File: config.mk
export PLATFORM = sky130hd
export DESIGN_NAME = mpcr_front
export DESIGN_NICKNAME = d
export VERILOG_FILES = /design/src/rtl/mpcr_pkg.sv /design/src/rtl/mpcr_front.sv
export SDC_FILE = /design/constraint.sdc
export NUM_CORES = 1
export LEC_CHECK = 0
export BUFFER_PORTS_ARGS = -buffer_cell sky130_fd_sc_hd__buf_2
export CAP_MARGIN = 25
export CORE_MARGIN = 5
export CORE_UTILIZATION = 30
export CTS_BUF_LIST = sky130_fd_sc_hd__clkbuf_8
export DETAILED_ROUTE_END_ITERATION = 16
export SKIP_CTS_REPAIR_TIMING = 1
export SYNTH_ARGS = -nofsm -noshare
export SYNTH_HDL_FRONTEND = slang
export SYNTH_SLANG_ARGS = --single-unit
File: constraint.sdc
create_clock -name clk_i -period 7.64 [get_ports clk_i]
set_input_delay 1.528 -clock clk_i [delete_from_list [all_inputs] [get_ports clk_i]]
set_output_delay 1.528 -clock clk_i [all_outputs]
set_load 0.02 [all_outputs]
File: src/rtl/mpcr_pkg.sv
// shared types, register indexes and the median edge detector function
// for the med predict column replace block; no dependencies
package mpcr_pkg;

  // configuration register indexes
  localparam int unsigned CFG_IDX_W = 2;
  localparam logic [CFG_IDX_W-1:0] REG_LINE_WIDTH    = 2'd0;
  localparam logic [CFG_IDX_W-1:0] REG_MARK_INTERVAL = 2'd1;

  // configuration field widths and reset values
  localparam int unsigned CFG_DATA_W = 10;
  localparam int unsigned LW_W       = 10;
  localparam int unsigned MI_W       = 8;
  localparam logic [LW_W-1:0] LINE_WIDTH_RST    = 10'd512;
  localparam logic [MI_W-1:0] MARK_INTERVAL_RST = 8'd10;

  // depth of the queue between front and back
  localparam int unsigned QUEUE_DEPTH = 2;

  typedef struct packed {
    logic [7:0] red;
    logic [7:0] green;
    logic [7:0] blue;
  } pix_t;

  // per item decisions taken by the front
  typedef struct packed {
    logic rep;
    logic first_row;
  } ctrl_t;

  // median edge detector for one channel
  function automatic logic [7:0] med_chan(input logic [7:0] a, input logic [7:0] b,
                                          input logic [7:0] c);
    logic [7:0] lo;
    logic [7:0] hi;
    logic [7:0] res;
    lo = (a < b) ? a : b;
    hi = (a < b) ? b : a;
    if (c >= hi) begin
      res = lo;
    end else if (c <= lo) begin
      res = hi;
    end else begin
      res = a + b - c;
    end
    return res;
  endfunction

  function automatic pix_t med_pix(input pix_t a, input pix_t b, input pix_t c);
    pix_t r;
    r.red   = med_chan(a.red, b.red, c.red);
    r.green = med_chan(a.green, b.green, c.green);
    r.blue  = med_chan(a.blue, b.blue, c.blue);
    return r;
  endfunction

endpackage

File: src/rtl/mpcr_front.sv
// front end: accepts pixels, tracks column, interval phase and first row,
// and tags each pixel for the back end; uses mpcr_pkg
module mpcr_front #(
  parameter int unsigned MAX_WIDTH = 512
) (
  input  logic                        clk_i,
  input  logic                        rst_ni,
  input  logic                        in_valid_i,
  output logic                        in_stall_o,
  input  logic                        frame_start_i,
  input  mpcr_pkg::pix_t              pix_i,
  input  logic [mpcr_pkg::LW_W-1:0]   line_width_i,
  input  logic [mpcr_pkg::MI_W-1:0]   mark_interval_i,
  input  logic                        q_full_i,
  output logic                        push_o,
  output logic [$clog2(MAX_WIDTH)-1:0] col_o,
  output mpcr_pkg::ctrl_t             ctrl_o,
  output mpcr_pkg::pix_t              pix_o
);
  import mpcr_pkg::*;

  localparam int unsigned COL_W = $clog2(MAX_WIDTH);
  localparam int unsigned CMP_W = (COL_W + 1 > LW_W) ? COL_W + 1 : LW_W;

  logic [COL_W-1:0] col_q, col_d;
  logic [MI_W-1:0]  phase_q, phase_d;
  logic             first_q, first_d;

  logic [COL_W-1:0] cur_col;
  logic [MI_W-1:0]  cur_phase;
  logic [MI_W-1:0]  phase_inc;
  logic             cur_first;
  logic [CMP_W-1:0] lw_ext;
  logic [CMP_W-1:0] width_eff;
  logic [CMP_W-1:0] col_inc;
  logic             push;

  assign in_stall_o = q_full_i;
  assign push       = in_valid_i && !q_full_i;
  assign push_o     = push;

  // effective row width, zero acts as one, saturates at the store depth
  assign lw_ext = CMP_W'(line_width_i);
  always_comb begin
    if (lw_ext == '0) begin
      width_eff = CMP_W'(1);
    end else if (lw_ext > CMP_W'(MAX_WIDTH)) begin
      width_eff = CMP_W'(MAX_WIDTH);
    end else begin
      width_eff = lw_ext;
    end
  end

  // position of the incoming pixel, a frame start restarts the image
  assign cur_col   = frame_start_i ? '0 : col_q;
  assign cur_phase = frame_start_i ? '0 : phase_q;
  assign cur_first = frame_start_i ? 1'b1 : first_q;
  assign col_inc   = CMP_W'(cur_col) + CMP_W'(1);
  assign phase_inc = cur_phase + MI_W'(1);

  // tags for the back end
  assign col_o            = cur_col;
  assign ctrl_o.rep       = (cur_phase == '0);
  assign ctrl_o.first_row = cur_first;
  assign pix_o            = pix_i;

  // next position
  always_comb begin
    col_d   = col_q;
    phase_d = phase_q;
    first_d = first_q;
    if (push) begin
      if (col_inc >= width_eff) begin
        col_d   = '0;
        phase_d = '0;
        first_d = 1'b0;
      end else begin
        col_d   = col_inc[COL_W-1:0];
        phase_d = (phase_inc >= mark_interval_i) ? '0 : phase_inc;
        first_d = cur_first;
      end
    end
  end

  always_ff @(posedge clk_i or negedge rst_ni) begin
    if (!rst_ni) begin
      col_q   <= '0;
      phase_q <= '0;
      first_q <= 1'b1;
    end else begin
      col_q   <= col_d;
      phase_q <= phase_d;
      first_q <= first_d;
    end
  end

  // a frame start puts the next pixel in column one or back in column zero
  a_frame_col: assert property (@(posedge clk_i) disable iff (!rst_ni)
    push && frame_start_i |=> col_q == COL_W'(1) || col_q == '0)
    else $error("column after frame start is wrong");

  // leaving the first row always happens at a row wrap
  a_first_clear: assert property (@(posedge clk_i) disable iff (!rst_ni)
    first_q && !first_d |-> push && col_d == '0)
    else $error("first row flag cleared outside a row wrap");

endmodule

==> out/metrics.csv <==
metric;value;unit
worst-path-buf-inv;1;
max_slew_margin;43.03;%
grt-ovfl-total;0;
setup_viol;0;
num_rows;27;
worst_path_most_repeated_cell;and3_1;
drt.antenna.violating_nets;0;
worst-path-max-fanout;20;
syn_area_per_cell;8.778;um^2
die_area;7349;um^2
area_growth;5.164;%
synth_area;1720;um^2
cts_buffer_depth;2;
reg2reg_slack;4580;ps
ys_types;35;
maxClockFrequency;230.3;MHz
cp_slowest_stage_delay;360;ps
rsz0062_at_grt;no;
hold_class;register to register;
dp_hpwl;2880;um
slew_viol_final;0;
tightest_slew;854.5;ps
numClockSinks;18;
crit_end;phase_q[7];
drt-pass1-iter-count;4;
ys.flop_type;dfrtp_1;
cellLeakagePower;0.9138;nW
peakVddDrop;0.04926;mV
clk-insertion-delay-late;250;ps
routed_wl;3630;um
die_w;85.73;um
nets;271;
place_congestion;0.7680;
path_class;primary input to register;
r2r_start;col_q[1];
critPathCaptureType;register;
power_density;136.4;nW/um^2
crit_family;simple AND/OR/NAND/NOR gates;
grt_max_degree;21;
p_total;0.2467;mW
antenna_found_initial;0;
drv_cap;0;
arrival;4490;ps
hold_viol;0;
fin_crit_sh;56.83;%
synth_seq_cells;18;
grt_pass1_wl;5830;um
globalRouteTotalUtil;9.693;%
wire_per_inst;13.25;um
most-common-layout-cells;buf_2 (35), ha_1 (21), nand2_1 (17), dfrtp_1 (17), a32o_1 (15);
cts_inserted_buffers;3;
drc;0;
grt_pass1_vias;1262;
status;finished clean;
cp_slowest_cell;o211a_1;
synthArstFlopShare;100.0;%
antenna_cells;0;
die_h;85.73;um
cts_tree;done;
initial_core_util;31.05;%
fin_setup_tns;0;ps
cp-startpoint;frame_start_i;
worstPathRequired;7790;ps
r2r_cells;12;
start_kind;primary input;
vias_per_cell;4.927;
hold_ws;486.9;ps
drive_above_1_share;20.79;%
final.min_clock_period;4342;ps
synth_edf_count;0;
path_cells;buf_2 -> and2b_1 -> ha_1 -> and3_1 -> and3_1 -> xor2_1 -> ha_1 -> and4_1 -> nand2_1 -> o211a_1 -> and3_1 -> a32o_1;
syn-num-nets;264;
final_common_cell;buf_2;
root_buffer;clkbuf_8;
nFillCells;607;
fp.coreArea;5540;um^2
via_count;1350;
htree_levels;1;
finClkSkew;1.193;ps
ys.warnings.count;0;
r2r-end;phase_q[7];
io_buffers;35;
clkTransAtPathRegs;80;ps
drt_iter0_drc;58;
netlist_instances;196;
ys_seq_area_share;26.25;%
num_io_pins;84;
cp_num_cells;12;
where the power goes:
part	total (mW)	internal [mW]	switching, mW
Clock	0.0809	0.0458	0.0351
Combinational	0.0576	0.0244	0.0332
Sequential	0.108	0.102	0.00655
registers in the layout (all words and copies together), names as in the netlist:
signal   flops
phase_q      8
col_q        9
first_q      1
area by class of cell:
class,instances,area (um^2),area share [%]
repair buffers,35,175.2,9.682
clock buffers,4,55.05,3.043
inverters,12,45.04,2.490
multi-input cells,133,992.2,54.84
flip-flops and latches,18,451.7,24.97
well taps,72,90.09,4.979
tightest hold or removal path, stage by stage, from the launching register on:
cell and delay, ps:
dfstp_2 370, nand2_1 40, a21boi_0 80
worst min path at each step:
stage / start / end / slack (ps) / depth (start not counted)
after detailed placement: first_q / first_q / 480 / 2
after floorplan: first_q / first_q / 460 / 2
final: first_q / first_q / 490 / 2
after global placement: first_q / first_q / 470 / 2
after CTS: first_q / first_q / 490 / 2
after global routing: first_q / first_q / 540 / 2
metrics by stage:
| step | util, % | instance area [um^2] | setup slack [ps] | std cells |
|---|---|---|---|---|
| after floorplan | - | 1720 | 3143 | 196 |
| after global placement | 31.66 | 1754 | 3115 | 270 |
| after detailed placement | 31.66 | 1754 | 3028 | 270 |
| after CTS | 32.66 | 1809 | 3301 | 274 |
| after global routing | 32.66 | 1809 | 3071 | 274 |
| final | 32.66 | 1809 | 3298 | 274 |
Yosys cell counts, types with 2 or more instances:
| master | instances | area, um^2 |
|---|---|---|
| buf_4 | 26 | 195.2 |
| ha_1 | 21 | 262.8 |
| dfrtp_1 | 17 | 425.4 |
| nand2_1 | 17 | 63.81 |
| a32o_1 | 15 | 150.1 |
| nor2_1 | 12 | 45.04 |
| inv_1 | 11 | 41.29 |
| nor2b_1 | 9 | 56.30 |
| nand3_1 | 8 | 40.04 |
| xor2_1 | 8 | 70.07 |
| and3_1 | 5 | 31.28 |
| xnor2_1 | 5 | 43.79 |
| a21oi_1 | 4 | 20.02 |
| o21ai_0 | 4 | 20.02 |
| and4_1 | 3 | 26.28 |
| clkbuf_1 | 3 | 11.26 |
| nand2b_1 | 3 | 18.77 |
| nand4_1 | 3 | 18.77 |
| a211o_1 | 2 | 17.52 |
| a211oi_1 | 2 | 15.01 |
| buf_2 | 2 | 10.01 |
| nor4_1 | 2 | 12.51 |
| o211ai_1 | 2 | 15.01 |
cell families (layout without fill, tap and decap cells):
family | after synthesis | count (layout) | synth area share, %
compound gates | 32 | 32 | 15.27
flops | 18 | 18 | 26.25
xor+xnor | 13 | 13 | 6.618
fa+ha+maj | 21 | 21 | 15.27
simple gates | 67 | 67 | 20.51
buf+inv | 45 | 51 | 16.07
routing by layer:
layer / vias up / GRT usage, % / wire length [um]
li1: 684 / - / -
met1: 632 / 12.39 / 1635
met2: 28 / 16.10 / 1784
met3: 6 / 2.017 / 171
met4: 0 / 3.453 / 39
met5: - / 0 / 0
Power figures use the tool's default switching activity.
