<file path="src/rtl/mpcr_queue.sv">
// small fifo between the front and the back end
// depends on nothing but its parameters
module mpcr_queue #(
  parameter int unsigned WIDTH = 8,
  parameter int unsigned DEPTH = 2
) (
  input  logic             clk_i,
  input  logic             rst_ni,
  input  logic             push_i,
  input  logic [WIDTH-1:0] data_i,
  output logic             full_o,
  output logic             valid_o,
  output logic [WIDTH-1:0] data_o,
  input  logic             pop_i
);

  localparam int unsigned PTR_W = (DEPTH > 1) ? $clog2(DEPTH) : 1;
  localparam int unsigned CNT_W = $clog2(DEPTH + 1);

  logic [WIDTH-1:0] slot_q [DEPTH];
  logic [PTR_W-1:0] wptr_q, wptr_d;
  logic [PTR_W-1:0] rptr_q, rptr_d;
  logic [CNT_W-1:0] count_q, count_d;

  assign full_o  = (count_q == CNT_W'(DEPTH));
  assign valid_o = (count_q != '0);
  assign data_o  = slot_q[rptr_q];

  // pointer and fill count update
  always_comb begin
    wptr_d  = wptr_q;
    rptr_d  = rptr_q;
    count_d = count_q;
    if (push_i) begin
      wptr_d = (wptr_q == PTR_W'(DEPTH - 1)) ? '0 : wptr_q + PTR_W'(1);
    end
    if (pop_i) begin
      rptr_d = (rptr_q == PTR_W'(DEPTH - 1)) ? '0 : rptr_q + PTR_W'(1);
    end
    if (push_i && !pop_i) begin
      count_d = count_q + CNT_W'(1);
    end else if (pop_i && !push_i) begin
      count_d = count_q - CNT_W'(1);
    end
  end

  always_ff @(posedge clk_i or negedge rst_ni) begin
    if (!rst_ni) begin
      wptr_q  <= '0;
      rptr_q  <= '0;
      count_q <= '0;
    end else begin
      wptr_q  <= wptr_d;
      rptr_q  <= rptr_d;
      count_q <= count_d;
    end
  end

  // storage
  always_ff @(posedge clk_i) begin
    if (push_i) begin
      slot_q[wptr_q] <= data_i;
    end
  end

  a_no_overflow: assert property (@(posedge clk_i) disable iff (!rst_ni)
    push_i |-> !full_o)
    else $error("push into a full queue");

  a_no_underflow: assert property (@(posedge clk_i) disable iff (!rst_ni)
    pop_i |-> valid_o)
    else $error("pop from an empty queue");

endmodule

</file>
<file path="config.mk">
export PLATFORM = sky130hd
export DESIGN_NAME = mpcr_queue
export DESIGN_NICKNAME = d
export VERILOG_FILES = /design/src/rtl/mpcr_queue.sv
export SDC_FILE = /design/constraint.sdc
export NUM_CORES = 1
export LEC_CHECK = 0
export ABC_CLOCK_PERIOD_IN_PS = 2900
export BUFFER_PORTS_ARGS = -buffer_cell sky130_fd_sc_hd__buf_2
export CAP_MARGIN = 20
export CORE_MARGIN = 2
export CORE_UTILIZATION = 29
export CTS_CLUSTER_DIAMETER = 30
export CTS_CLUSTER_SIZE = 12
export DETAILED_ROUTE_END_ITERATION = 12
export HOLD_SLACK_MARGIN = 0.02
export PLACE_DENSITY = 0.5
export SLEW_MARGIN = 0
export SYNTH_ARGS = -nofsm -noshare
export SYNTH_HDL_FRONTEND = slang
export SYNTH_SLANG_ARGS = --single-unit
</file>
<file path="constraint.sdc">
create_clock -name clk_i -period 2.9 [get_ports clk_i]
set_clock_uncertainty 0.1 [all_clocks]
set_input_delay 0.58 -clock clk_i [delete_from_list [all_inputs] [get_ports clk_i]]
set_output_delay 0.58 -clock clk_i [all_outputs]
set_load 0.005 [all_outputs]
</file>
==> results of run 1 <==
cell usage after synthesis, drive strengths merged:
cell type   n  area, um2
mux2        8       90.1
dfrtp       4        100
buf         1       11.3
or2         1       6.26
and2b       1       8.76
xnor2       1       8.76
edfxtp     16        480
nor2b       1       6.26
xor2        4       35.0
inv         1       3.75
and2        1       6.26
ha          1       12.5
nor2        1       3.75
layout make-up:
type / instances / area share [%]
sequential: 20 / 60.0
tap: 30 / 3.88
clock inverter: 1 / 3.10
multi-input combinational: 19 / 18.4
timing repair buffer: 22 / 11.9
clock buffer: 3 / 2.33
inverter: 1 / 0.388
layer usage:
metal	wire (um)	share of wire, %	vias to the layer above	global-route usage [%]
met5	0	0	-	0
met4	13	1.1	0	6.27
met1	473	41	192	9.45
met3	70	6.1	2	2.56
met2	595	52	11	13.8
li1	-	-	195	-
cells by family after synthesis:
| logic type | Yosys count | synth area share (%) |
|---|---|---|
| adder cells (fa/ha/maj) | 1 | 1.62 |
| multiplexers | 8 | 11.7 |
| XOR/XNOR | 5 | 5.66 |
| buffers and inverters | 2 | 1.94 |
| AND/OR/NAND/NOR | 5 | 4.05 |
| flip-flops | 20 | 75.1 |
state kept, by name, indices dropped and copies added (netlist names):
signal and count:
wptr_q 1, count_q 2, slot_q 16, rptr_q 1
what timing repair did:
| action | 4_1_cts | 5_1_grt |
|---|---|---|
| endpoints found under the hold margin | 4 | 0 |
| endpoints found under the setup margin | 0 | 0 |
| hold buffers | 1 | 0 |
per-stage QoR:
stage                     total power, mW  hold slack [ns]  worst slack [ns]  utilization (%)  area, um2
after detailed placement            0.669            0.294              1.09             36.2        905
after global placement              0.664            0.294              1.06             36.2        905
after floorplan                     0.587            0.184              1.43                -        773
after global routing                0.933            0.348             0.708             38.7        967
final                               0.875            0.365             0.828             38.7        967
after CTS                           0.894            0.351             0.781             38.7        967
worst max-delay path: cells and delay by family (launching register included):
| family | cells | cell delay [ns] |
|---|---|---|
| mux | 1 | 0.39 |
| flops | 1 | 0.59 |
| buf+inv | 1 | 0.13 |
worst min path at each step:
stage	start	endpoint	slack, ns
after floorplan	rst_ni	count_q[0]	0.18
final	data_i[1]	slot_q[1][1]	0.36
after global routing	data_i[1]	slot_q[1][1]	0.35
after detailed placement	rst_ni	count_q[1]	0.29
after global placement	rst_ni	count_q[1]	0.29
after CTS	data_i[7]	slot_q[0][7]	0.35
power breakdown:
part	switching, mW	internal (mW)
Sequential	0.0536	0.390
Combinational	0.0828	0.128
Clock	0.0807	0.140
Total	0.217	0.658
==> metrics.txt, run 1 <==
# TYPE chip_impl_metric gauge
chip_impl_info{name="outcome",value="completed"} 1
chip_impl_metric{name="detailedPlacementHpwl",unit="um"} 871
chip_impl_metric{name="core_area",unit="um2"} 2500
chip_impl_info{name="worstSetupEndpointType",value="output pin"} 1
chip_impl_metric{name="grt_overflow",unit=""} 0
chip_impl_metric{name="grt_max_degree",unit=""} 13
chip_impl_metric{name="worst_pin_slew",unit="ns"} 0.737
chip_impl_metric{name="seq_area",unit="um2"} 581
chip_impl_info{name="critical_path_cell_by_cell",value="mux2_2, buf_2"} 1
chip_impl_metric{name="gp_routability_congestion",unit=""} 0.619
chip_impl_info{name="cts_tree",value="yes"} 1
chip_impl_metric{name="via_to_cell_ratio",unit=""} 4.17
chip_impl_info{name="regToRegEndpoint",value="slot_q[0][6]"} 1
chip_impl_metric{name="place.detailed.instances",unit=""} 91
chip_impl_metric{name="growth_of_design_area_from_synthesis_to_finish",unit="%"} 25.1
chip_impl_metric{name="insertedDiodeCount",unit=""} 0
chip_impl_metric{name="dr.pass1.iters",unit=""} 2
chip_impl_metric{name="via_count_of_the_first_global_routing_pass",unit=""} 430
chip_impl_metric{name="power.ir.vdd_worst",unit="mV"} 0.365
chip_impl_info{name="setup.worst_path.end",value="data_o[5]"} 1
chip_impl_metric{name="slew_headroom",unit="%"} 50.8
chip_impl_metric{name="maxCapViolations",unit=""} 0
chip_impl_metric{name="critical_path.max_stage_delay",unit="ns"} 0.59
chip_impl_metric{name="clock.fmax",unit="MHz"} 483
chip_impl_metric{name="numClockSinks",unit=""} 20
chip_impl_info{name="crit_path_start",value="rptr_q"} 1
chip_impl_info{name="setup_repair_after_global_routing_missed_its_margin",value="false"} 1
chip_impl_info{name="clock-root-buffer",value="clkbuf_4"} 1
chip_impl_metric{name="multiInputGateArea",unit="um2"} 178
chip_impl_metric{name="route.detailed.drc",unit=""} 0
chip_impl_metric{name="design.portCount",unit=""} 22
chip_impl_metric{name="cts_buffer_count",unit=""} 3
chip_impl_metric{name="total_routing_resource_utilization_after_global_routing",unit="%"} 8.53
chip_impl_metric{name="synth_warnings",unit=""} 0
chip_impl_metric{name="final_period_minus_worst_setup_slack",unit="ns"} 2.07
chip_impl_info{name="min_path_type",value="in2reg"} 1
chip_impl_metric{name="cts-root-to-sink-buffers",unit=""} 2
chip_impl_metric{name="final_nets",unit=""} 80
chip_impl_metric{name="setup_tns",unit="ns"} 0
chip_impl_metric{name="cts.clk_slew.worst_paths",unit="ns"} 0.11
chip_impl_info{name="most_frequent_standard_cell_in_the_layout_excluding_fill_and_tap_cells",value="buf_2"} 1
chip_impl_metric{name="die_area",unit="um2"} 3100
chip_impl_metric{name="fp-row-count",unit=""} 18
chip_impl_metric{name="postSynthRegisterBits",unit=""} 20
chip_impl_metric{name="p_per_area",unit="nW/um2"} 905
chip_impl_metric{name="place.port_buffers",unit=""} 21
chip_impl_metric{name="setup-violations-final",unit=""} 0
chip_impl_metric{name="num-fill-cells",unit=""} 238
chip_impl_metric{name="p_leak",unit="nW"} 0.391
chip_impl_metric{name="hold_path_depth",unit=""} 1
chip_impl_metric{name="netlist_area",unit="um2"} 773
chip_impl_metric{name="wl_per_cell",unit="um"} 12.0
chip_impl_metric{name="synth_seq_area_share",unit="%"} 75.1
chip_impl_metric{name="postSynthNetCount",unit=""} 54
chip_impl_metric{name="htree_depth",unit=""} 1
chip_impl_metric{name="period_utilization",unit="%"} 71.4
chip_impl_metric{name="r2r_cells",unit=""} 1
chip_impl_info{name="layout.cells.most_common_list",value="buf_2 (21), edfxtp_1 (16), mux2_2 (8)"} 1
chip_impl_info{name="regToRegStartpoint",value="wptr_q"} 1
chip_impl_metric{name="r2r_setup_slack",unit="ns"} 1.44
chip_impl_info{name="slowest_stage",value="dfrtp_1"} 1
chip_impl_metric{name="postCtsResizedCells",unit=""} 0
chip_impl_info{name="worstSetupStartpointType",value="flop"} 1
chip_impl_metric{name="clk_latency",unit="ns"} 0.28
chip_impl_metric{name="fp.dieW",unit="um"} 55.6
chip_impl_metric{name="vias",unit=""} 400
chip_impl_metric{name="critPathArrivalTime",unit="ns"} 1.39
chip_impl_metric{name="floorplan.initialDensity",unit="%"} 30.9
chip_impl_metric{name="worst_ep_required_time",unit="ns"} 2.22
chip_impl_metric{name="post_route_cells_drive_above_1_share",unit="%"} 53.0
chip_impl_metric{name="die_height",unit="um"} 55.6
chip_impl_info{name="setup.worst_path.class",value="reg2out"} 1
chip_impl_metric{name="route.antenna.remaining_nets",unit=""} 0
chip_impl_metric{name="report.final.hold_viol_count",unit=""} 0
chip_impl_metric{name="grt_first_pass_wirelength",unit="mm"} 1.95
chip_impl_metric{name="yosys.cell_types.count",unit=""} 13
chip_impl_metric{name="syn_avg_cell_area",unit="um2"} 18.9
chip_impl_metric{name="number_of_slew_limit_violations_in_the_final_report",unit=""} 0
chip_impl_metric{name="path_max_fanout",unit=""} 9
chip_impl_metric{name="route.final.wire_length",unit="mm"} 1.15
chip_impl_metric{name="cts_setup_buffers",unit=""} 0
chip_impl_metric{name="syn_inst",unit=""} 41
chip_impl_metric{name="drtIter0Drc",unit=""} 3
chip_impl_metric{name="grt_antenna_before_repair",unit=""} 0
chip_impl_metric{name="finish.cell_count_without_fillers",unit=""} 96
Note: power is estimated with default switching activity, not from simulation.
==> run 2, diff against run 1 <==
--- a/config.mk
+++ b/config.mk
@@ -5,7 +5,7 @@
 export SDC_FILE = /design/constraint.sdc
 export NUM_CORES = 1
 export LEC_CHECK = 0
-export ABC_CLOCK_PERIOD_IN_PS = 2900
+export ABC_CLOCK_PERIOD_IN_PS = 1900
 export BUFFER_PORTS_ARGS = -buffer_cell sky130_fd_sc_hd__buf_2
 export CAP_MARGIN = 20
 export CORE_MARGIN = 2
@@ -14,7 +14,7 @@
 export CTS_CLUSTER_SIZE = 12
 export DETAILED_ROUTE_END_ITERATION = 12
 export HOLD_SLACK_MARGIN = 0.02
-export PLACE_DENSITY = 0.5
+export PLACE_DENSITY = 0.51
 export SLEW_MARGIN = 0
 export SYNTH_ARGS = -nofsm -noshare
 export SYNTH_HDL_FRONTEND = slang
==> constraint.sdc (replaced) <==
create_clock -name clk_i -period 1.9 [get_ports clk_i]
set_clock_uncertainty 0.1 [all_clocks]
set_input_delay 0.38 -clock clk_i [delete_from_list [all_inputs] [get_ports clk_i]]
set_output_delay 0.38 -clock clk_i [all_outputs]
set_load 0.005 [all_outputs]
==> run 2 against run 1 <==
  * Sequential power is 53% higher
  * Wire length rose by 0.43%
  * Power grew 38%
  * Utilization fell by 0.70 points
  * Flip-flop and latch count is the same
  * Clock power decreased by 14%
  * Clock-buffer cell count is the same
  * Final cell count rose by 1.0%
  * Via count is 1.3% lower
  * Sequential share of layout area up 1.2 points
  * Cell area is 1.8% lower
  * Critical path type unchanged
  * Largest cell class unchanged
  * Highest routed layer unchanged
==> metrics.txt, run 2 (synthesis gave the netlist of run 1 again) <==
# TYPE chip_impl_metric gauge
chip_impl_metric{name="route.antenna.remaining_nets",unit=""} 0
chip_impl_metric{name="switching_share",unit="%"} 27.1
chip_impl_metric{name="setup-violations-final",unit=""} 0
chip_impl_metric{name="post_route_cells_drive_above_1_share",unit="%"} 53.7
chip_impl_info{name="min_path_type",value="in2reg"} 1
chip_impl_info{name="setup.worst_path.class",value="reg2out"} 1
chip_impl_metric{name="critPathArrivalTime",unit="ns"} 1.29
chip_impl_metric{name="power.share.combinational",unit="%"} 27.8
chip_impl_info{name="cts_tree",value="yes"} 1
chip_impl_metric{name="sequential_power_share",unit="%"} 56.5
chip_impl_metric{name="grt_first_pass_wirelength",unit="mm"} 1.84
chip_impl_metric{name="hold_path_depth",unit=""} 2
chip_impl_metric{name="finish.instance_area",unit="um2"} 950
chip_impl_metric{name="via_count_of_the_first_global_routing_pass",unit=""} 399
chip_impl_metric{name="route.detailed.drc",unit=""} 0
chip_impl_metric{name="fp-row-count",unit=""} 18
chip_impl_metric{name="insertedDiodeCount",unit=""} 0
chip_impl_metric{name="grt_max_degree",unit=""} 12
chip_impl_metric{name="power.ir.vdd_worst",unit="mV"} 0.639
chip_impl_metric{name="die_area",unit="um2"} 3100
chip_impl_metric{name="worst_pin_slew",unit="ns"} 0.386
chip_impl_metric{name="worst_ep_required_time",unit="ns"} 1.42
chip_impl_metric{name="clk_latency",unit="ns"} 0.29
chip_impl_metric{name="internal_power",unit="mW"} 0.877
chip_impl_metric{name="power_frac_clock",unit="%"} 15.8
chip_impl_metric{name="number_of_slew_limit_violations_in_the_final_report",unit=""} 0
chip_impl_metric{name="total_routing_resource_utilization_after_global_routing",unit="%"} 8.19
chip_impl_metric{name="floorplan.initialDensity",unit="%"} 30.9
chip_impl_info{name="setup_repair_after_global_routing_missed_its_margin",value="false"} 1
chip_impl_metric{name="clock.fmax",unit="MHz"} 564
chip_impl_metric{name="route.layer.met1.wl",unit="um"} 550
chip_impl_metric{name="via_to_cell_ratio",unit=""} 4.07
chip_impl_metric{name="p_leak",unit="nW"} 0.383
chip_impl_metric{name="path_max_fanout",unit=""} 9
chip_impl_metric{name="largest_register_ff_count",unit=""} 16
chip_impl_info{name="critical_path_cell_by_cell",value="mux2_2, buf_2"} 1
chip_impl_metric{name="final_period_minus_worst_setup_slack",unit="ns"} 1.77
chip_impl_info{name="top_register",value="slot_q"} 1
chip_impl_metric{name="cts.clk_slew.worst_paths",unit="ns"} 0.10
chip_impl_metric{name="p_per_area",unit="nW/um2"} 1270
chip_impl_metric{name="net_switching_component_of_the_power",unit="mW"} 0.326
chip_impl_metric{name="place_area",unit="um2"} 912
chip_impl_metric{name="grt_antenna_before_repair",unit=""} 0
chip_impl_metric{name="r2r_cells",unit=""} 1
chip_impl_metric{name="vias",unit=""} 395
chip_impl_metric{name="fp.dieW",unit="um"} 55.6
chip_impl_metric{name="setup_tns",unit="ns"} 0
chip_impl_metric{name="critical_path.max_stage_delay",unit="ns"} 0.51
chip_impl_metric{name="cts_setup_buffers",unit=""} 0
chip_impl_metric{name="final_nets",unit=""} 81
chip_impl_metric{name="place.port_buffers",unit=""} 21
chip_impl_metric{name="grt_overflow",unit=""} 0
chip_impl_info{name="slowest_stage",value="dfrtp_2"} 1
chip_impl_info{name="clock-root-buffer",value="clkbuf_4"} 1
chip_impl_metric{name="numClockSinks",unit=""} 20
chip_impl_metric{name="design.portCount",unit=""} 22
chip_impl_metric{name="cts_buffer_count",unit=""} 3
chip_impl_metric{name="wl_per_cell",unit="um"} 11.9
chip_impl_metric{name="met3_wirelength",unit="um"} 85
chip_impl_metric{name="maxCapViolations",unit=""} 0
chip_impl_metric{name="detailedPlacementHpwl",unit="um"} 839
chip_impl_info{name="worstSetupStartpointType",value="flop"} 1
chip_impl_metric{name="core_area",unit="um2"} 2500
chip_impl_info{name="outcome",value="completed"} 1
chip_impl_metric{name="slew_headroom",unit="%"} 74.3
chip_impl_info{name="most_frequent_standard_cell_in_the_layout_excluding_fill_and_tap_cells",value="buf_2"} 1
chip_impl_metric{name="cts-root-to-sink-buffers",unit=""} 2
chip_impl_metric{name="dr_wl_met2",unit="um"} 501
chip_impl_info{name="layout.cells.most_common_list",value="buf_2 (21), edfxtp_1 (16), mux2_2 (8)"} 1
chip_impl_info{name="largest_registers",value="slot_q: 16 flops, count_q: 2 flops"} 1
chip_impl_metric{name="growth_of_design_area_from_synthesis_to_finish",unit="%"} 22.8
chip_impl_info{name="worstSetupEndpointType",value="output pin"} 1
chip_impl_metric{name="die_height",unit="um"} 55.6
chip_impl_metric{name="gp_routability_congestion",unit=""} 0.640
chip_impl_metric{name="route.final.wire_length",unit="mm"} 1.16
chip_impl_metric{name="dr.pass1.iters",unit=""} 1
chip_impl_metric{name="placement_setup_slack",unit="ns"} 0.310
chip_impl_metric{name="setup_slack",unit="ns"} 0.126
chip_impl_metric{name="num-fill-cells",unit=""} 246
chip_impl_metric{name="htree_depth",unit=""} 1
chip_impl_metric{name="period_utilization",unit="%"} 93.4
chip_impl_metric{name="report.final.hold_viol_count",unit=""} 0
chip_impl_info{name="top_routing_layer_used",value="met4"} 1
chip_impl_metric{name="drtIter0Drc",unit=""} 0
## run 2: cell types whose count changed in the layout (fill, tap and decap cells not counted)
cell | previous run | this run
dfrtp_2 | 0 | 1
bufinv_16 | 1 | 0
clkinv_1 | 0 | 1
buf_4 | 0 | 1
dfrtp_1 | 4 | 3
## run 2: final timing paths
kind                       slack [ns]           end       start
setup reg to reg                 0.70  slot_q[1][2]      wptr_q
hold reg to reg                  0.40    count_q[1]  count_q[1]
max in group asynchronous        1.25        rptr_q      rst_ni
min in group asynchronous        0.32    count_q[0]      rst_ni
setup / recovery                 0.13     data_o[0]      rptr_q
hold / removal                   0.17        rptr_q       pop_i
## run 2: critical path: cells and delay by family (launching register included)
family	cells	cell delay [ns]
mux	1	0.38
flops	1	0.51
buf+inv	1	0.13
## run 2: metrics by stage
stage                     total power, mW  utilization, %  std cells  hold slack [ns]
after global routing                 1.29            38.0         97            0.147
after detailed placement             1.03            36.5         92           0.0942
after CTS                            1.23            38.0         97            0.160
after floorplan                     0.895               -         41          -0.0156
final                                1.20            38.0         97            0.175
after global placement               1.02            36.5         92           0.0938
## run 2: what timing repair did
| action | 4_1_cts | 5_1_grt |
|---|---|---|
| hold endpoints to repair | 4 | 0 |
| resized for setup | 1 | 0 |
| hold buffers | 1 | 0 |
| setup endpoints to repair | 8 | 0 |
## run 2: power groups by stage
stage / clock network [mW] / logic (mW) / registers, mW
global placement: 0 / 0.336 / 0.686
global route: 0.231 / 0.365 / 0.696
finish: 0.190 / 0.334 / 0.679
CTS: 0.205 / 0.342 / 0.686
floorplan: 0 / 0.253 / 0.642
detailed placement: 0 / 0.340 / 0.692
## run 2: per-layer routing
metal	track usage, %	up-vias
met5	0	-
met4	6.27	0
met3	3.49	2
met2	12.1	14
met1	9.32	181
li1	-	198
## run 2: layout make-up
type	count	area [um2]	area share, %
clock inverter	1	3.75	0.395
tap	30	37.5	3.95
timing repair buffer	23	123	12.9
multi-input combinational	19	178	18.7
sequential	20	582	61.3
inverter	1	3.75	0.395
clock buffer	3	22.5	2.37
